==> src/hw/rtl/bsc_div.sv <==
// Pipelined restoring unsigned divider, one quotient bit per stage.
module bsc_div #(
  parameter int W  = 32,
  parameter int SW = 8
) (
  input  logic          clk,
  input  logic          rst,
  input  logic          en,
  input  logic          in_valid,
  input  logic [W-1:0]  num,
  input  logic [W-1:0]  den,
  input  logic [SW-1:0] side_in,
  output logic          out_valid,
  output logic [W-1:0]  quot,
  output logic [SW-1:0] side_out
);

  logic          v   [W];
  logic [W-1:0]  rem [W];
  logic [W-1:0]  n   [W];
  logic [W-1:0]  q   [W];
  logic [W-1:0]  d   [W];
  logic [SW-1:0] s   [W];

  for (genvar k = 0; k < W; k++) begin : g_stage
    localparam int B = W - 1 - k;
    logic          iv;
    logic [W-1:0]  ir, in_, iq, id;
    logic [SW-1:0] is;
    logic [W:0]    trial, diff;
    logic          ge;

    if (k == 0) begin : g_first
      assign iv  = in_valid;
      assign ir  = '0;
      assign in_ = num;
      assign iq  = '0;
      assign id  = den;
      assign is  = side_in;
    end else begin : g_next
      assign iv  = v[k-1];
      assign ir  = rem[k-1];
      assign in_ = n[k-1];
      assign iq  = q[k-1];
      assign id  = d[k-1];
      assign is  = s[k-1];
    end

    assign trial = {ir, in_[B]};
    assign diff  = trial - {1'b0, id};
    assign ge    = ~diff[W];

    always_ff @(posedge clk) begin
      if (rst) begin
        v[k] <= 1'b0;
      end else if (en) begin
        v[k] <= iv;
      end
    end

    always_ff @(posedge clk) begin
      if (en) begin
        rem[k] <= ge ? diff[W-1:0] : trial[W-1:0];
        n[k]   <= in_;
        q[k]   <= iq | ({{(W-1){1'b0}}, ge} << B);
        d[k]   <= id;
        s[k]   <= is;
      end
    end
  end

  assign out_valid = v[W-1];
  assign quot      = q[W-1];
  assign side_out  = s[W-1];

endmodule

==> config.mk <==
export PLATFORM = sky130hd
export DESIGN_NAME = bsc_div
export DESIGN_NICKNAME = d
export VERILOG_FILES = /design/src/hw/rtl/bsc_div.sv
export SDC_FILE = /design/constraint.sdc
export NUM_CORES = 2
export LEC_CHECK = 0
export BUFFER_PORTS_ARGS = -buffer_cell sky130_fd_sc_hd__buf_2
export CAP_MARGIN = 20
export CORE_MARGIN = 3
export CORE_UTILIZATION = 66
export CTS_BUF_LIST = sky130_fd_sc_hd__clkbuf_4 sky130_fd_sc_hd__clkbuf_8
export CTS_CLUSTER_DIAMETER = 60
export CTS_CLUSTER_SIZE = 10
export DETAILED_ROUTE_END_ITERATION = 10
export PLACE_DENSITY = 0.92
export SYNTH_ARGS = -nofsm -noshare
export SYNTH_HDL_FRONTEND = slang
export SYNTH_MEMORY_MAX_BITS = 65536
export SYNTH_SLANG_ARGS = --single-unit
export TNS_END_PERCENT = 1
==> constraint.sdc <==
create_clock -name clk -period 4.5 [get_ports clk]
set_input_delay 0.45 -clock clk [delete_from_list [all_inputs] [get_ports clk]]
set_output_delay 0.45 -clock clk [all_outputs]
set_load 0.01 [all_outputs]
==> results.cfg <==
[routing]
postRouteAntennaNets = 0
wl_per_cell_um = 22.3
vias = 100000
drtIter0Drc = 8453
first_pass_iters = 6
wl_mm = 358
avgViaCountPerCell = 6.26
drc = 0

[logic_synthesis]
synth_top_cell_by_area = edfxtp_1
yosysSeqAreaShare_pct = 61.4
synthXorXnorAreaFrac_pct = 4.53
ys_warn_count = 0
synth_ff_type = edfxtp_1
synth.area.top_cells = edfxtp_1, ha_1, mux2_2
synthSimpleGateAreaFrac_pct = 5.64
async_reset_ff_share_pct = 0
syn_inst = 12100
synthTopCellsByCount = edfxtp_1, inv_1, ha_1, a21oi_1, mux2_2
synth_cell_types = 94
synth_edf_count = 3296
ys_ff_latch = 3296
avgSynthCellArea_sq_um = 13.3
synth_top_family_by_area = compound AO/OA/AOI/OAI gates
synth-adder-area-share_pct = 8.08
syn_area_sq_mm = 0.161
synthMuxAreaShare_pct = 5.68
post-synth-top-count-cell = edfxtp_1
synth_compound_area_share_pct = 11.2
synth_top_area_share_pct = 61.4

[worst_hold_path]
whs_path_depth = 2
hp-class = in2reg

[timing]
final.period_utilization_pct = 99.5
hold_viol = 0
final.min_clock_period_ps = 4480
maxSlewViolCount = 0
relSlewSlack_pct = 34.2
clock.fmax_ghz = 0.223
rsz0062_at_grt = yes
setup_violations = 0
fin_skew_ps = 98.5
tightestPinTransition_ps = 983

[critical_path]
worstPathRequired_ps = 5280
critPathLaunchType = register
endpoint_kind = register
worstPathMaxFanout = 31
cp.arrival_ps = 5260
reg2reg_depth = 16
crit_type = reg2reg

[global_route]
grt_pass1_vias = 105000
grt_max_degree = 170
grt_pass1_wl_mm = 557
overflow = 0
antenna_found_initial = 8
grtUsageTotal_pct = 28.2

[place]
gp_congestion = 0.986
placed_area_sq_mm = 0.168
io_buffers = 116
dp_hpwl_mm = 257
dp.cells = 15400

[cts]
cts_max_level = 5
numCtsBuffers = 385
cts.clk_slew.worst_paths_ps = 70
clock-sinks = 3296
clkLatencyLatePin_ps = 1140
cts_tree = done
clk_path_buf_depth = 4
cts-root-buf = clkbuf_8

[power_and_ir_drop]
ir_worst_vdd_mv = 0.464
seqPwrFrac_pct = 37.2
switching_power_uw = 47900
powerDensity_mw_per_mm2 = 737
clock_power_share_pct = 13.9
leakage_uw = 0.0705
power_frac_comb_pct = 48.9
sw_frac_of_total_pct = 37.1
intPower_uw = 81200

[cells_and_area]
areaGrowthSynthToFinish_pct = 8.73
drive_gt1_share_pct = 13.4
final_design_area_no_fill_sq_mm = 0.175
nNetsFinal = 13900
final_cells = 16000

[floorplan]
die-width_um = 500
start_util_pct = 66.7
fp-row-count = 180
dieHeight_um = 500
die_area_sq_mm = 0.250
ioPinCount = 117
core_sq_mm = 0.242

[outcome]
status = complete, no violations

[job]
maxCapViolCount = 0
## flip-flops by register name, indices dropped and copies added (netlist names)
signal  flops
rem       992
d         992
s         256
v          32
q         528
n         496
## power by group through the flow
stage	combinational (uW)	sequential, uW	clock [uW]
final	63200	48100	17900
after global routing	68300	48500	19400
after CTS	61900	48000	18300
after detailed placement	60700	48600	0
after global placement	57500	48200	0
after floorplan	44500	46500	0
## per-stage QoR
stage / total power (uW) / worst slack (ps) / TNS (ps) / utilization, % / hold slack [ps]
2_1_floorplan: 90900 / 663 / 0 / - / 400
3_3_place_gp: 106000 / -198 / -5670 / 69.5 / 400
3_5_place_dp: 109000 / -244 / -7610 / 69.5 / 405
4_1_cts: 128000 / -0.368 / -0.368 / 72.4 / 1.85
5_1_grt: 136000 / -52.6 / -971 / 72.5 / 18.7
6_report: 129000 / 22.4 / 0 / 72.5 / 74.4
## placed cells by master, fill, tap and decap left out, types with 28 or more instances in the layout
master	count
nor3_1	61
dlygate4sd3_1	110
a31oi_1	93
a21o_1	538
nand2b_1	125
or3_1	42
nor2_1	430
o21bai_1	88
xnor2_1	550
a211o_1	29
and2_1	67
nand3_1	175
mux2_2	717
o21a_1	177
o31ai_1	44
edfxtp_1	3296
buf_4	231
nand2_1	525
buf_2	115
ha_1	990
a221oi_1	28
a21oi_1	797
o21ai_0	547
buf_12	61
o211ai_1	51
clkbuf_8	388
and4_1	36
inv_1	1228
o31a_1	45
and3_1	71
a211oi_1	48
xor2_1	257
nand4_1	96
nor2b_1	139
mux2i_1	67
## critical path: stages, from the launching register on
cell and delay, ps:
edfxtp_1 360, inv_1 130, ha_1 230, fa_1 260, nor2b_1 110, o31ai_4 310
a31oi_2 190, o211ai_1 340, a21boi_1 120, buf_4 180, a41oi_4 360, o311ai_2 190
a31o_2 280, a21oi_2 300, xnor2_4 170, buf_12 240, mux2_2 380
## timing repair
| item | in CTS | in global routing |
|---|---|---|
| hold buffers | 110 | 0 |
| resized for setup | 25 | 44 |
| hold endpoints to repair | 124 | 0 |
| pin swaps | 4 | 7 |
| gates cloned | 1 | 1 |
| endpoints found under the setup margin | 195 | 405 |
| buffers inserted | 2 | 3 |
## cells by family (layout without fill, tap and decap cells)
logic type      count (synthesis)  after routing
mux                           811            811
compound gates               2794           2794
other cells                     1             33
flops                        3296           3296
buf+inv                      1464           2175
fa+ha+maj                    1023           1023
xor+xnor                      832            832
simple gates                 1853           1853
## metal layers
| metal | global-route usage (%) | wire, um | share of wire, % |
|---|---|---|---|
| met1 | 28.5 | 120000 | 34 |
| met2 | 53.3 | 193000 | 54 |
| met3 | 3.95 | 16700 | 4.7 |
| met4 | 19.1 | 27800 | 7.8 |
| met5 | 0 | 0 | 0 |
## area by class of cell
type                            count  area, sq um
Antenna cell                       18         45.0
Tap cell                         3185         3990
Inverter                         1230         4620
Clock buffer                      398         5420
Fill cell                       14400        66500
Multi-Input combinational cell   7328        57200
Sequential cell                  3296        99000
Clock inverter                     27          249
Timing Repair Buffer              520         4700
## path summary, 6_finish.rpt
| path | startpoint | end | slack (ps) |
|---|---|---|---|
| worst max register to register | n[0][371] | rem[0][403] | 20 |
| worst max-delay path | n[0][371] | rem[0][403] | 20 |
| worst min-delay path | den[2] | d[0][2] | 70 |
| worst min register to register | q[1][331] | q[1][363] | 370 |
Power figures use the tool's default switching activity.
