$ cat config.mk
export PLATFORM = sky130hd
export DESIGN_NAME = bsc_regs
export DESIGN_NICKNAME = d
export VERILOG_FILES = /design/src/hw/rtl/bsc_pkg.sv /design/src/hw/rtl/bsc_regs.sv
export SDC_FILE = /design/constraint.sdc
export NUM_CORES = 1
export LEC_CHECK = 0
export BUFFER_PORTS_ARGS = -buffer_cell sky130_fd_sc_hd__clkbuf_2
export CORE_MARGIN = 1
export CORE_UTILIZATION = 53
export DETAILED_ROUTE_END_ITERATION = 8
export PLACE_DENSITY = 0.82
export RECOVER_POWER = 50
export SLEW_MARGIN = 20
export SYNTH_ARGS = -nofsm -noshare
export SYNTH_HDL_FRONTEND = slang
export SYNTH_SLANG_ARGS = --single-unit
$ cat constraint.sdc
create_clock -name clk -period 14.7 [get_ports clk]
set_input_delay 2.94 -clock clk [delete_from_list [all_inputs] [get_ports clk]]
set_output_delay 2.94 -clock clk [all_outputs]
set_load 0.01 [all_outputs]
$ cat src/hw/rtl/bsc_pkg.sv
// Shared types and constants for the barometric sensor compensation pipeline.
package bsc_pkg;

  localparam int REG_COUNT = 5;
  localparam int ADDR_W    = 5;

  typedef enum logic [2:0] {
    REG_AC1_AC2 = 3'd0,
    REG_AC3_AC4 = 3'd1,
    REG_AC5_AC6 = 3'd2,
    REG_B1_B2   = 3'd3,
    REG_MC_MD   = 3'd4
  } reg_idx_t;

  typedef struct packed {
    logic [15:0] raw_temp;
    logic [23:0] raw_press;
    logic [1:0]  oversampling;
  } in_word_t;

  typedef struct packed {
    logic signed [31:0] temperature;
    logic signed [31:0] pressure;
    logic               div_error;
  } out_word_t;

  typedef struct packed {
    logic signed [15:0] ac1;
    logic signed [15:0] ac2;
    logic signed [15:0] ac3;
    logic [15:0]        ac4;
    logic [15:0]        ac5;
    logic [15:0]        ac6;
    logic signed [15:0] b1;
    logic signed [15:0] b2;
    logic signed [15:0] mc;
    logic signed [15:0] md;
  } cal_t;

  localparam logic signed [31:0] TEMP_OFFSET = 32'sd4000;
  localparam logic [31:0]        B4_BIAS     = 32'd32768;
  localparam logic [31:0]        B7_SCALE    = 32'd50000;
  localparam logic signed [31:0] P_C1        = 32'sd3038;
  localparam logic signed [31:0] P_C2        = -32'sd7357;
  localparam logic signed [31:0] P_C3        = 32'sd3791;

endpackage

$ cat src/hw/rtl/bsc_regs.sv
// APB calibration register file.
module bsc_regs (
  input  logic                       clk,
  input  logic                       rst,
  input  logic                       psel,
  input  logic                       penable,
  input  logic                       pwrite,
  input  logic [bsc_pkg::ADDR_W-1:0] paddr,
  input  logic [31:0]                pwdata,
  output logic [31:0]                prdata,
  output logic                       pready,
  output bsc_pkg::cal_t              cal
);
  import bsc_pkg::*;

  logic [31:0] regs [REG_COUNT];
  logic [2:0]  idx;

  assign idx    = paddr[4:2];
  assign pready = 1'b1;

  always_ff @(posedge clk) begin
    if (rst) begin
      for (int i = 0; i < REG_COUNT; i++) regs[i] <= '0;
    end else if (psel && penable && pwrite) begin
      unique case (idx)
        REG_AC1_AC2: regs[0] <= pwdata;
        REG_AC3_AC4: regs[1] <= pwdata;
        REG_AC5_AC6: regs[2] <= pwdata;
        REG_B1_B2:   regs[3] <= pwdata;
        REG_MC_MD:   regs[4] <= pwdata;
        default: ;
      endcase
    end
  end

  always_comb begin
    unique case (idx)
      REG_AC1_AC2: prdata = regs[0];
      REG_AC3_AC4: prdata = regs[1];
      REG_AC5_AC6: prdata = regs[2];
      REG_B1_B2:   prdata = regs[3];
      REG_MC_MD:   prdata = regs[4];
      default:     prdata = '0;
    endcase
  end

  assign cal.ac1 = regs[0][31:16];
  assign cal.ac2 = regs[0][15:0];
  assign cal.ac3 = regs[1][31:16];
  assign cal.ac4 = regs[1][15:0];
  assign cal.ac5 = regs[2][31:16];
  assign cal.ac6 = regs[2][15:0];
  assign cal.b1  = regs[3][31:16];
  assign cal.b2  = regs[3][15:0];
  assign cal.mc  = regs[4][31:16];
  assign cal.md  = regs[4][15:0];

endmodule

==> results by group <==
Clock tree
  – Root Buffer: clkbuf_16
  – Post-CTS Hold Buffers: 0
  – Number of H-tree levels: 4
  – # clock sinks: 160
  – Clock buffer depth: 2
  – Clk pin slew, worst setup/hold paths: 60 ps
  – CTS tree: built
  – Num CTS Buffers: 17
  – Post_cts resized: 0
  – Setup bufs post-CTS: 0

Synth
  – Sequential area share after synthesis: 0.752
  – Top post-synthesis cells by count: 160 x edfxtp_1, 32 x a22oi_1, 32 x and2_1
  – Synthesized cell area: 6390 sq um
  – Post-synth EDFFs: 160
  – YS warnings: 0
  – Main area contributors after synthesis: edfxtp_1 75%, a32oi_1 4.2%, mux2_4 4.0%
  – Synth area leader: edfxtp_1
  – Netlist cell types: 27
  – Average size of a mapped cell: between 15 and 20 sq um
  – Main synth FF type: edfxtp_1
  – Synthesized flop and latch total: 160
  – Syn_nets: slightly above 400
  – Synth top area share: 0.752
  – Ys async rst share: 0
  – Count leader, synth: edfxtp_1
  – Syn Inst Count: 368

Timing
  – Unrepaired setup endpoints after global routing: false
  – Crit share post-route: 0.610
  – Final setup vio count: 0
  – Setup Total Neg Slack: 0 ps
  – Worst slew margin: -0.730
  – Final hold violations: 0
  – Minimum clock period: around 9000 ps
  – Slew at the pin with the worst max-slew slack: 2570 ps
  – Peak Freq: 111 MHz
  – Slew Viols, Final: 55

Die
  – # IOs: roughly 240
  – Die area: 12500 sq um
  – Num rows: 39
  – Die Ht: 112 um
  – Initial Util: 0.553
  – Die Wd: between 100 and 150 um
  – Core ar.: between 10000 and 15000 sq um

Layout
  – Reg area: 4800 sq um
  – Biggest regs: regs (160)
  – P&R area growth vs syn: 25.7%
  – N_diodes: 0
  – Layout cells sized above 1: 0.240
  – Post-route cell area: 8030 sq um
  – Most flop-heavy register: regs
  – Final-layout fill cell count: 860
  – Multi-input logic area: 1430 sq um
  – Max reg flops: 160
  – Nets@finish: 642

Critical path
  – Critical Path End Type: output port
  – Critical Path Source: paddr[3]
  – Crit path launch type: input port
  – Critical path type: in -> out
  – Critical Path Fanout Max: 38
  – Critical Path RT: approximately 12000 ps
  – CP arrival: 6030 ps

GRT
  – Gr ovfl total: 0
  – Global-route wire length before repair: between 20000 and 30000 um
  – Vias in the first global route: 4676
  – Global-route usage over all layers: 0.277
  – Initial antenna violation count: 0
  – Largest net degree at the start of global routing: 40

Drt
  – Wirelength, routed: around 17000 um
  – Post-route ant nets: 0
  – Vias per cell: about 6.0
  – # DRC: 15
  – Router iterations before antenna repair: 7
  – DR iter-0 viols: about 420
  – Vias: about 4500
  – Wire per inst: 22.7 um

Place
  – Placed wire-length estimate: 11000 um
  – IO Port Bufs: 231
  – DP Area: 7670 sq um
  – Final GP Congestion: 0.829

Run
  – Max-Cap Viols: 2

Worst hold path
  – Hold Crit Start: pwdata[24]
  – Worst hold path class: in -> reg

Run status
  – Violations in the final reports: DRC, capacitance limit, slew limit
  – Status: finished, violations left

Pwr
  – Worst VDD drop: 0.0873 mV
  – Pleak: 0.00281 uW
  – Pwr Density: 136 nW/um^2
## final cells by class
cell class,count,area share
clock inverters,12,0.0178
inverters,2,0.000935
clock buffers,19,0.0539
repair buffers,242,0.129
well taps,143,0.0223
flip-flops and latches,160,0.598
multi-input cells,177,0.177
## power by group
group	switching, uW	leakage (uW)	internal (uW)
combinational	70.1	0.00102	39.4
clock	168	0.000272	264
sequential	16.1	0.00152	531
total	254	0.00281	834
## metal layers
layer,vias up,track usage,wire length (um)
li1,1957,-,-
met1,2236,0.326,6530
met2,293,0.476,8750
met3,27,0.0817,1590
met4,0,0.112,268
met5,-,0,0
## worst max-delay path, stage by stage
cell	delay, ps
clkbuf_1	1370
nor2b_2	930
buf_4	370
a32oi_1	70
o21ai_0	130
clkbuf_2	200
## cells by family (layout without fill, tap and decap cells)
group,count (synthesis),in the layout,share of synthesized area
buf+inv,31,275,0.0266
flops,160,160,0.752
compound gates,100,100,0.112
simple gates,43,43,0.0411
mux,33,33,0.0681
other cells,1,1,0.000587
## per-stage QoR
step / util / power, uW / hold WS, ps / std cells / worst slack [ps]
2_1_floorplan: - / 614 / 3210 / 368 / 7630
3_3_place_gp: 0.663 / 668 / 3310 / 724 / 6410
3_5_place_dp: 0.663 / 672 / 3320 / 724 / 6440
4_1_cts: 0.713 / 1100 / 2890 / 755 / 6440
5_1_grt: 0.694 / 1120 / 2920 / 755 / 5520
6_report: 0.694 / 1090 / 2920 / 755 / 5730
## cells in the final DEF (no fill, tap or decap), types with 11 or more instances in the layout
cell type | netlist | final
a32oi_1 | 31 | 31
mux2_2 | 16 | 16
clkbuf_2 | 3 | 70
mux2_4 | 17 | 17
clkbuf_16 | 0 | 17
edfxtp_1 | 160 | 160
and2_0 | 0 | 14
and2_1 | 32 | 18
a22oi_1 | 32 | 32
clkbuf_1 | 4 | 163
o21ai_1 | 17 | 17
o21ai_0 | 15 | 15
buf_4 | 2 | 11
## path summary, 6_finish.rpt
path / endpoint / depth (start not counted)
hold / removal: regs[0][152]$_DFFE_PP_ / 2
setup / recovery: prdata[28] / 6
(Power assumes the default switching activity.)
